`src/hw/rtl/dsls_pkg.sv`:
```
// Shared types, constants and helper functions for the dense softmax layer core.
// Used by every module of the block except dsls_ram, and by its port checker.
package dsls_pkg;

  localparam int DATA_WIDTH   = 16;
  localparam int MAX_INPUTS   = 64;
  localparam int MAX_OUTPUTS  = 16;
  localparam int ROW_W        = $clog2(MAX_OUTPUTS);
  localparam int COL_W        = $clog2(MAX_INPUTS);
  localparam int WADDR_W      = ROW_W + COL_W;
  localparam int WEIGHT_DEPTH = MAX_INPUTS * MAX_OUTPUTS;
  localparam int ACC_W        = 40;
  localparam int LOGIT_W      = 32;
  localparam int PROD_W       = 2 * DATA_WIDTH;
  localparam int PL_W         = PROD_W + 17;
  localparam int EXP_W        = 18;
  localparam int SUM_W        = 21;
  localparam int NUM_W        = 30;
  localparam int QUEUE_DEPTH  = 2;

  localparam logic [15:0] LR_RESET = 16'd655;
  localparam logic signed [13:0] LOG2E_Q12 = 14'sd5909;

  localparam logic [2:0] MODE_LOAD_W = 3'd0;
  localparam logic [2:0] MODE_LOAD_B = 3'd1;
  localparam logic [2:0] MODE_FWD    = 3'd2;
  localparam logic [2:0] MODE_DER    = 3'd3;
  localparam logic [2:0] MODE_READ_W = 3'd4;
  localparam logic [2:0] MODE_READ_B = 3'd5;

  localparam logic [1:0] KIND_PROB   = 2'd0;
  localparam logic [1:0] KIND_DELTA  = 2'd1;
  localparam logic [1:0] KIND_WEIGHT = 2'd2;
  localparam logic [1:0] KIND_BIAS   = 2'd3;

  localparam logic [1:0] CFG_LR   = 2'd0;
  localparam logic [1:0] CFG_NIN  = 2'd1;
  localparam logic [1:0] CFG_NOUT = 2'd2;

  typedef enum logic [2:0] {
    OP_LDW = 3'd0,
    OP_LDB = 3'd1,
    OP_FWD = 3'd2,
    OP_DER = 3'd3,
    OP_RDW = 3'd4,
    OP_RDB = 3'd5
  } op_t;

  typedef struct packed {
    logic [2:0]        mode;
    logic [3:0]        row;
    logic [5:0]        column;
    logic signed [15:0] value;
    logic              final_element;
  } req_t;

  typedef struct packed {
    logic [1:0]        kind;
    logic [5:0]        position;
    logic signed [15:0] result_value;
    logic              last_of_run;
  } res_t;

  typedef struct packed {
    op_t               op;
    logic [ROW_W-1:0]  row;
    logic [COL_W-1:0]  col;
    logic signed [DATA_WIDTH-1:0] value;
    logic              fin;
  } cmd_t;

  function automatic logic [EXP_W-1:0] pow2_tab(input logic [4:0] i);
    logic [EXP_W-1:0] r;
    case (i)
      5'd0:    r = 18'd65536;
      5'd1:    r = 18'd68438;
      5'd2:    r = 18'd71468;
      5'd3:    r = 18'd74632;
      5'd4:    r = 18'd77936;
      5'd5:    r = 18'd81386;
      5'd6:    r = 18'd84990;
      5'd7:    r = 18'd88753;
      5'd8:    r = 18'd92682;
      5'd9:    r = 18'd96785;
      5'd10:   r = 18'd101070;
      5'd11:   r = 18'd105545;
      5'd12:   r = 18'd110218;
      5'd13:   r = 18'd115098;
      5'd14:   r = 18'd120194;
      5'd15:   r = 18'd125515;
      default: r = 18'd131072;
    endcase
    return r;
  endfunction

  function automatic logic signed [DATA_WIDTH-1:0] sat_data(input logic signed [PL_W-1:0] x);
    logic signed [PL_W-1:0] hi;
    logic signed [PL_W-1:0] lo;
    hi = PL_W'((64'sd1 <<< (DATA_WIDTH - 1)) - 64'sd1);
    lo = -hi - PL_W'(1);
    if (x > hi) return hi[DATA_WIDTH-1:0];
    if (x < lo) return lo[DATA_WIDTH-1:0];
    return x[DATA_WIDTH-1:0];
  endfunction

  function automatic logic signed [LOGIT_W-1:0] sat_logit(input logic signed [ACC_W-1:0] x);
    logic signed [ACC_W-1:0] hi;
    logic signed [ACC_W-1:0] lo;
    hi = ACC_W'(64'sd2147483647);
    lo = -hi - ACC_W'(1);
    if (x > hi) return hi[LOGIT_W-1:0];
    if (x < lo) return lo[LOGIT_W-1:0];
    return x[LOGIT_W-1:0];
  endfunction

endpackage

```
`src/hw/rtl/dsls_queue.sv`:
```
// Short command queue between the front end and the execution back end.
// Depends on dsls_pkg.
module dsls_queue (
  input  logic          clk,
  input  logic          rst,
  input  logic          push,
  input  dsls_pkg::cmd_t push_cmd,
  output logic          full,
  input  logic          pop,
  output logic          valid,
  output dsls_pkg::cmd_t cmd
);
  import dsls_pkg::*;

  localparam int PTR_W = $clog2(QUEUE_DEPTH);

  cmd_t                 entries [QUEUE_DEPTH];
  logic [PTR_W-1:0]     wr_ptr;
  logic [PTR_W-1:0]     rd_ptr;
  logic [PTR_W:0]       count;

  assign full  = count == (PTR_W + 1)'(QUEUE_DEPTH);
  assign valid = count != '0;
  assign cmd   = entries[rd_ptr];

  always_ff @(posedge clk) begin
    if (push) begin
      entries[wr_ptr] <= push_cmd;
    end
  end

  always_ff @(posedge clk) begin
    if (rst) begin
      wr_ptr <= '0;
      rd_ptr <= '0;
      count  <= '0;
    end else begin
      if (push) begin
        wr_ptr <= (wr_ptr == PTR_W'(QUEUE_DEPTH - 1)) ? '0 : wr_ptr + PTR_W'(1);
      end
      if (pop) begin
        rd_ptr <= (rd_ptr == PTR_W'(QUEUE_DEPTH - 1)) ? '0 : rd_ptr + PTR_W'(1);
      end
      if (push && !pop) begin
        count <= count + (PTR_W + 1)'(1);
      end else if (pop && !push) begin
        count <= count - (PTR_W + 1)'(1);
      end
    end
  end

endmodule

```
`config.mk`:
```
export PLATFORM = sky130hd
export DESIGN_NAME = dsls_queue
export DESIGN_NICKNAME = d
export VERILOG_FILES = /design/src/hw/rtl/dsls_pkg.sv /design/src/hw/rtl/dsls_queue.sv
export SDC_FILE = /design/constraint.sdc
export NUM_CORES = 1
export LEC_CHECK = 0
export ABC_AREA = 1
export BUFFER_PORTS_ARGS = -buffer_cell sky130_fd_sc_hd__buf_4
export CAP_MARGIN = 20
export CORE_ASPECT_RATIO = 1.4
export CORE_MARGIN = 10
export CORE_UTILIZATION = 45
export DETAILED_ROUTE_END_ITERATION = 6
export GPL_ROUTABILITY_DRIVEN = 0
export PLACE_DENSITY_LB_ADDON = 0.2
export SLEW_MARGIN = 20
export SYNTH_ARGS = -nofsm -noshare
export SYNTH_HDL_FRONTEND = slang
export SYNTH_SLANG_ARGS = --single-unit
```
`constraint.sdc`:
```
create_clock -name clk -period 4.1 [get_ports clk]
set_input_delay 1.025 -clock clk [delete_from_list [all_inputs] [get_ports clk]]
set_output_delay 1.025 -clock clk [all_outputs]
set_load 0.05 [all_outputs]
```
==> results of run 1 <==
-- sequential cells by signal, summed over array words and instances, names as in the netlist, named ones only --
name,count
count,2
wr_ptr,1
rd_ptr,1
entries,60
-- final cells by class --
type	count	area, sq um	area share (%)
multi-input combinational	49	551	16.8
timing repair buffer	66	495	15.1
tap	68	85.1	2.60
inverter	9	33.8	1.03
clock buffer	9	124	3.78
clock inverter	6	83.8	2.56
sequential	65	1900	58.1
-- final timing paths --
kind / end / slack (ns) / start
worst min register to register: rd_ptr$_SDFFE_PP0P_ / 0.53 / rd_ptr$_SDFFE_PP0P_
worst min-delay path: rd_ptr$_SDFFE_PP0P_ / 0.53 / rd_ptr$_SDFFE_PP0P_
worst max register to register: entries[1][4]$_DFFE_PP_ / 2.46 / wr_ptr$_SDFFE_PP0P_
worst max-delay path: cmd[4] / 1.19 / flip-flop
-- kinds of logic (layout without fill, tap and decap cells) --
| logic type | after synthesis | after routing | synth area share, % |
|---|---|---|---|
| AOI/OAI and AO/OA | 2 | 2 | 0.398 |
| adders and majority gates | 1 | 1 | 0.498 |
| xor gates and xnor gates | 1 | 1 | 0.349 |
| DFF | 65 | 65 | 75.7 |
| and+or+nand+nor | 15 | 15 | 2.44 |
| muxes | 30 | 30 | 17.9 |
| buffers and inverters | 12 | 90 | 2.69 |
-- per-stage QoR --
| stage | worst slack, ns | instances | instance area, sq um | hold slack (ns) |
|---|---|---|---|---|
| 2_1_floorplan | 1.35 | 126 | 2510 | 0.480 |
| 6_report | 1.19 | 272 | 3280 | 0.531 |
| 4_1_cts | 1.16 | 272 | 3280 | 0.527 |
| 3_5_place_dp | 1.53 | 257 | 3070 | 0.512 |
| 3_3_place_gp | 1.55 | 257 | 3070 | 0.496 |
| 5_1_grt | 1.09 | 272 | 3280 | 0.569 |
-- layout by cell type (no fill, tap or decap), types with 2 or more instances in the layout --
master,count
nor2_1,5
nand2_1,6
buf_4,66
clkbuf_8,9
clkinvlp_4,2
dfxtp_1,4
mux2_4,30
bufinv_16,2
edfxtp_1,60
inv_1,9
-- power by group --
part	internal (mW)	total (mW)	switching, mW
clock	0.335	0.561	0.226
combinational	0.119	0.294	0.175
sequential	0.766	0.792	0.0261
total	1.22	1.65	0.427
-- worst max-delay path: cells and delay by family (launching register included) --
family / cells / cell delay [ns]
mux: 1 / 0.36
flops: 1 / 0.98
buf+inv: 1 / 0.19
-- layer usage --
metal | vias to the layer above | GRT usage, % | part of all wire, %
met1 | 621 | 10.7 | 38
met5 | - | 0 | 0
met4 | 0 | 5.85 | 1.7
met2 | 40 | 17.5 | 54
met3 | 7 | 4.36 | 6.4
li1 | 614 | - | -
==> results by group, run 1 <==
GRT
  • Number of global-route vias before repair: 1460
  • Gr usage total: roughly 10%
  • Largest net degree at the start of global routing: 31
  • Antenna violations before repair: 0
  • First-pass GRT wire length: 7.33 mm
  • Total congestion overflow: 0

Timing
  • Min Tclk post-route: 2.91 ns
  • Period utilization: 70.9%
  • Measured slew at the worst slew-check pin: 0.993 ns
  • Setup TNS: 0 ns
  • RSZ-0062 raised after global routing: false
  • Fmax: 0.344 GHz
  • Hold Fails Final Rpt: 0
  • Tightest slew margin relative to the limit: 33.8%
  • Final setup violation count: 0
  • Clock Skews: 0.00491 ns
  • Pins Over Slew Limit: 0

Placed design
  • Port Buffer Count: 65
  • Placed wire-length estimate: ~3.3 mm

Clock network
  • Worst skew pair latency: 0.33 ns
  • Resized cells post-CTS: 0
  • CTS root buf: clkbuf_8
  • H-tree depth: 3
  • CTS max path bufs: 2
  • Clock-pin slew on the worst setup and hold paths: 0.06 ns
  • Total clock sinks: 65
  • Setup bufs post-CTS: 0
  • Cts hold-fix bufs: 0
  • CTS tree: yes
  • Cts bufs inserted: 9

Setup path
  • Critical path data arrival time: 1.88 ns
  • Crit path max fanout: 30
  • Setup CP Type: reg2out
  • CP peak stage delay: 0.98 ns
  • Slowest CP cell: dfxtp_2
  • R2R depth: 3
  • Req. time, crit path: 3.07 ns
  • Critical path startpoint category: flip-flop
  • Worst setup EP type: output pin
  • Cell chain of the critical path: mux2_4, buf_4

Die
  • Die Area: approximately 9000 sq um
  • Die X: 83.2 microns
  • Core Box Area: between 5000 and 6000 sq um
  • Num rows: 32
  • Initial core utilization: 45.8%
  • # IOs: 66
  • Die height: 108 microns

Synthesis
  • Synthesized net count: 161
  • FFs w/ async S/R, synth: 0%
  • Cell taking the most area after synthesis: edfxtp_1
  • Commonest cells in the netlist: edfxtp_1 (60), mux2_4 (30), inv_1 (9), nand2_1 (6), nor2_1 (6)
  • Top post-synthesis cells by area: edfxtp_1 (72%), mux2_4 (18%), dfxtp_1 (4.0%)
  • Syn Std Cell Area: ~2500 sq um
  • Ys flop type: edfxtp_1
  • Cells after synthesis: 126
  • Number of synthesis warnings: 0
  • Mean Syn Cell Area: roughly 20 sq um
  • Top-count cell post-synth: edfxtp_1
  • Share of the synthesized area in the top cell type: 71.7%
  • Seq/Total Area, Yosys: 75.7%
  • #FFs+latches synth: 65
  • Post-synth cell types: 14
  • Post-synth EDFFs: 60

Routing
  • Via density: 4.71
  • Wire per inst: 16.8 microns
  • DRT Pass-1 Iters: 3
  • DRC: 0
  • Initial DRC count: 108
  • WL final: 4.58 mm
  • Remaining antenna violation count: 0
  • Vias: 1282

Hold path
  • HP Class: reg2reg
  • Worst hold path cell count: 2

Finish
  • Ratio of cells with drive above 1 in the final layout: between 50% and 60%
  • Finished Core Util: 59.7%
  • Layout area overhead: 30.4%
  • N_diodes: 0
  • Nets@finish: about 240
  • Fill cells: 415

Outcome
  • Outcome: complete, no violations

Power and ir drop
  • IR drop worst, VDD: 0.000404 V
  • Pleak: 1.34 nW
  • Total power: 1.65 mW
  • Total power density per cell area: 503 nW/um^2

Job
  • Max_cap viols: 0
(Power assumes the default switching activity.)
==> run 2: changes to the inputs <==
==> constraint.sdc (replaced) <==
create_clock -name clk -period 3 [get_ports clk]
set_input_delay 0.75 -clock clk [delete_from_list [all_inputs] [get_ports clk]]
set_output_delay 0.75 -clock clk [all_outputs]
set_load 0.05 [all_outputs]
==> run 2 against run 1 <==
Against the previous run:
- combinational power rose by 44%
- sequential cell count is the same
- worst setup slack worse by 0.69 ns
- global-route usage increased by 0.38 points
- critical path type unchanged
- cell count increased by 1.1%
- largest cell class unchanged
==> results by group, run 2 (same netlist as run 1, synthesis figures left out) <==
Clock network
  • Worst skew pair latency: 0.33 ns (about the same)
  • Resized cells post-CTS: 0 (unchanged)
  • H-tree depth: 3 (unchanged)
  • Cts bufs inserted: 9 (unchanged)
  • Total clock sinks: 65 (unchanged)
  • Setup bufs post-CTS: 0 (unchanged)
  • CTS max path bufs: 2 (unchanged)
  • Cts hold-fix bufs: 0 (unchanged)
  • CTS tree: yes
  • CTS root buf: clkbuf_8
  • Clock-pin slew on the worst setup and hold paths: 0.06 ns (about the same)

Finish
  • Area of the multi-input gates: 551 sq um (unchanged)
  • FF/Latch Area: 1900 sq um (unchanged)
  • Top flop regs: entries (60), count (2)
  • Layout area overhead: 30.5% (about the same)
  • Commonest non-fill, non-tap cell in the layout: buf_4
  • Biggest register: entries
  • Most frequent cells in the layout: buf_4 (68), edfxtp_1 (60), mux2_4 (30)
  • Final instance area: 3280 sq um (about the same)
  • Max FFs per register: 60 (unchanged)
  • Ratio of cells with drive above 1 in the final layout: 54.6% (-0.31 points)
  • Nets@finish: 238 (+1.3%)
  • N_diodes: 0 (unchanged)
  • Fill cells: 396 (-4.6%)

Die
  • Num rows: 32 (unchanged)
  • Core Box Area: 5490 sq um (unchanged)
  • Initial core utilization: 45.8% (unchanged)
  • # IOs: 66 (unchanged)
  • Die X: 83.2 microns (unchanged)
  • Die Area: 9010 sq um (unchanged)
  • Die height: 108 microns (unchanged)

Setup path
  • Crit path max fanout: 16 (-47%)
  • Req. time, crit path: 2.25 ns (-0.82 ns)
  • Worst setup EP type: output pin
  • Setup CP Type: reg2out
  • Critical path startpoint category: flip-flop
  • Critical path data arrival time: 1.74 ns (-0.14 ns)

Job
  • Max_cap viols: 0 (unchanged)

Timing
  • Period utilization: 83.1%
  • RSZ-0062 raised after global routing: false
  • Final setup violation count: 0 (unchanged)
  • Measured slew at the worst slew-check pin: 0.516 ns (-0.478 ns)
  • Setup TNS: 0 ns (unchanged)
  • Clock Skews: 0.00718 ns (+0.00227 ns)
  • Tightest slew margin relative to the limit: 65.6% (+32 points)
  • Min Tclk post-route: between 2 and 2.5 ns
  • Hold Fails Final Rpt: 0 (unchanged)
  • Pins Over Slew Limit: 0 (unchanged)
  • Fmax: 0.401 GHz

GRT
  • Total congestion overflow: 0 (unchanged)
  • Gr usage total: 10.7% (+0.38 points)
  • First-pass GRT wire length: 7.45 mm (+1.5%)
  • Antenna violations before repair: 0 (unchanged)
  • Number of global-route vias before repair: 1463 (+0.21%)
  • Largest net degree at the start of global routing: 32 (+3.2%)

Routing
  • Remaining antenna violation count: 0 (unchanged)
  • Initial DRC count: 93 (-14%)
  • Vias: 1297 (+1.2%)
  • DRT Pass-1 Iters: 2 (-1)
  • DRC: 0 (unchanged)
  • WL final: 4.70 mm (+2.7%)
  • Via density: 4.72 (about the same)
  • Wire per inst: 17.1 microns (+1.6%)

Placed design
  • Port Buffer Count: 65 (unchanged)
  • Area after DPL: 3100 sq um (+1.1%)
  • Placed wire-length estimate: 3.52 mm (+8.0%)

Hold path
  • HP Class: reg2reg

Power and ir drop
  • Total power density per cell area: 657 nW/um^2 (+31%)
  • IR drop worst, VDD: 0.000523 V (+30%)
  • Pleak: 1.35 nW (+0.82%)

Outcome
  • Outcome: complete, no violations
-- run 2: cell count changes in the layout (fill, tap and decap cells not counted) --
cell,before,now
clkbuf_1,0,1
buf_12,0,1
clkinv_1,1,2
clkinv_2,1,2
buf_4,66,68
clkinvlp_4,2,0
bufinv_16,2,1
-- run 2: final timing paths --
| kind | slack [ns] | start | cells past startpoint | to |
|---|---|---|---|---|
| max | 0.51 | flip-flop | 3 | cmd[6] |
| min | 0.54 | rd_ptr$_SDFFE_PP0P_ | 2 | rd_ptr$_SDFFE_PP0P_ |
| max reg2reg | 1.71 | wr_ptr$_SDFFE_PP0P_ | 2 | entries[0][14]$_DFFE_PP_ |
| min reg2reg | 0.54 | rd_ptr$_SDFFE_PP0P_ | 2 | rd_ptr$_SDFFE_PP0P_ |
-- run 2: metrics by stage --
stage / utilization, % / setup WS, ns / total power, mW / hold WS [ns] / cells
2_1_floorplan: - / 0.527 / 1.38 / 0.480 / 126
3_3_place_gp: 56.6 / 0.849 / 1.51 / 0.499 / 260
3_5_place_dp: 56.6 / 0.835 / 1.52 / 0.518 / 260
4_1_cts: 59.8 / 0.464 / 2.19 / 0.541 / 275
5_1_grt: 59.8 / 0.436 / 2.24 / 0.579 / 275
6_report: 59.8 / 0.507 / 2.16 / 0.537 / 275
-- run 2: routing by layer --
metal  up-vias  routed length (microns)  track usage [%]
met2        43                     2600             19.2
met1       625                     1640             9.60
met4         0                      112             6.46
li1        619                        -                -
met3        10                      357             5.19
met5         -                        0                0
-- run 2: cell type report --
cell class / count / area share [%]
Sequential cell: 65 / 58.1
Clock inverter: 5 / 1.45
Inverter: 9 / 1.03
Clock buffer: 10 / 3.89
Timing Repair Buffer: 69 / 16.2
Multi-Input combinational cell: 49 / 16.8
Tap cell: 68 / 2.60
-- run 2: critical path, stage by stage, from the launching register on --
cell and delay (ns):
dfxtp_2 0.66, buf_12 0.24, mux2_4 0.32, buf_4 0.19
-- run 2: power by group --
part | leakage [nW] | switching, mW | internal (mW)
registers | 0.605 | 0.0250 | 1.05
clock network | 0.0910 | 0.291 | 0.370
logic | 0.653 | 0.254 | 0.168
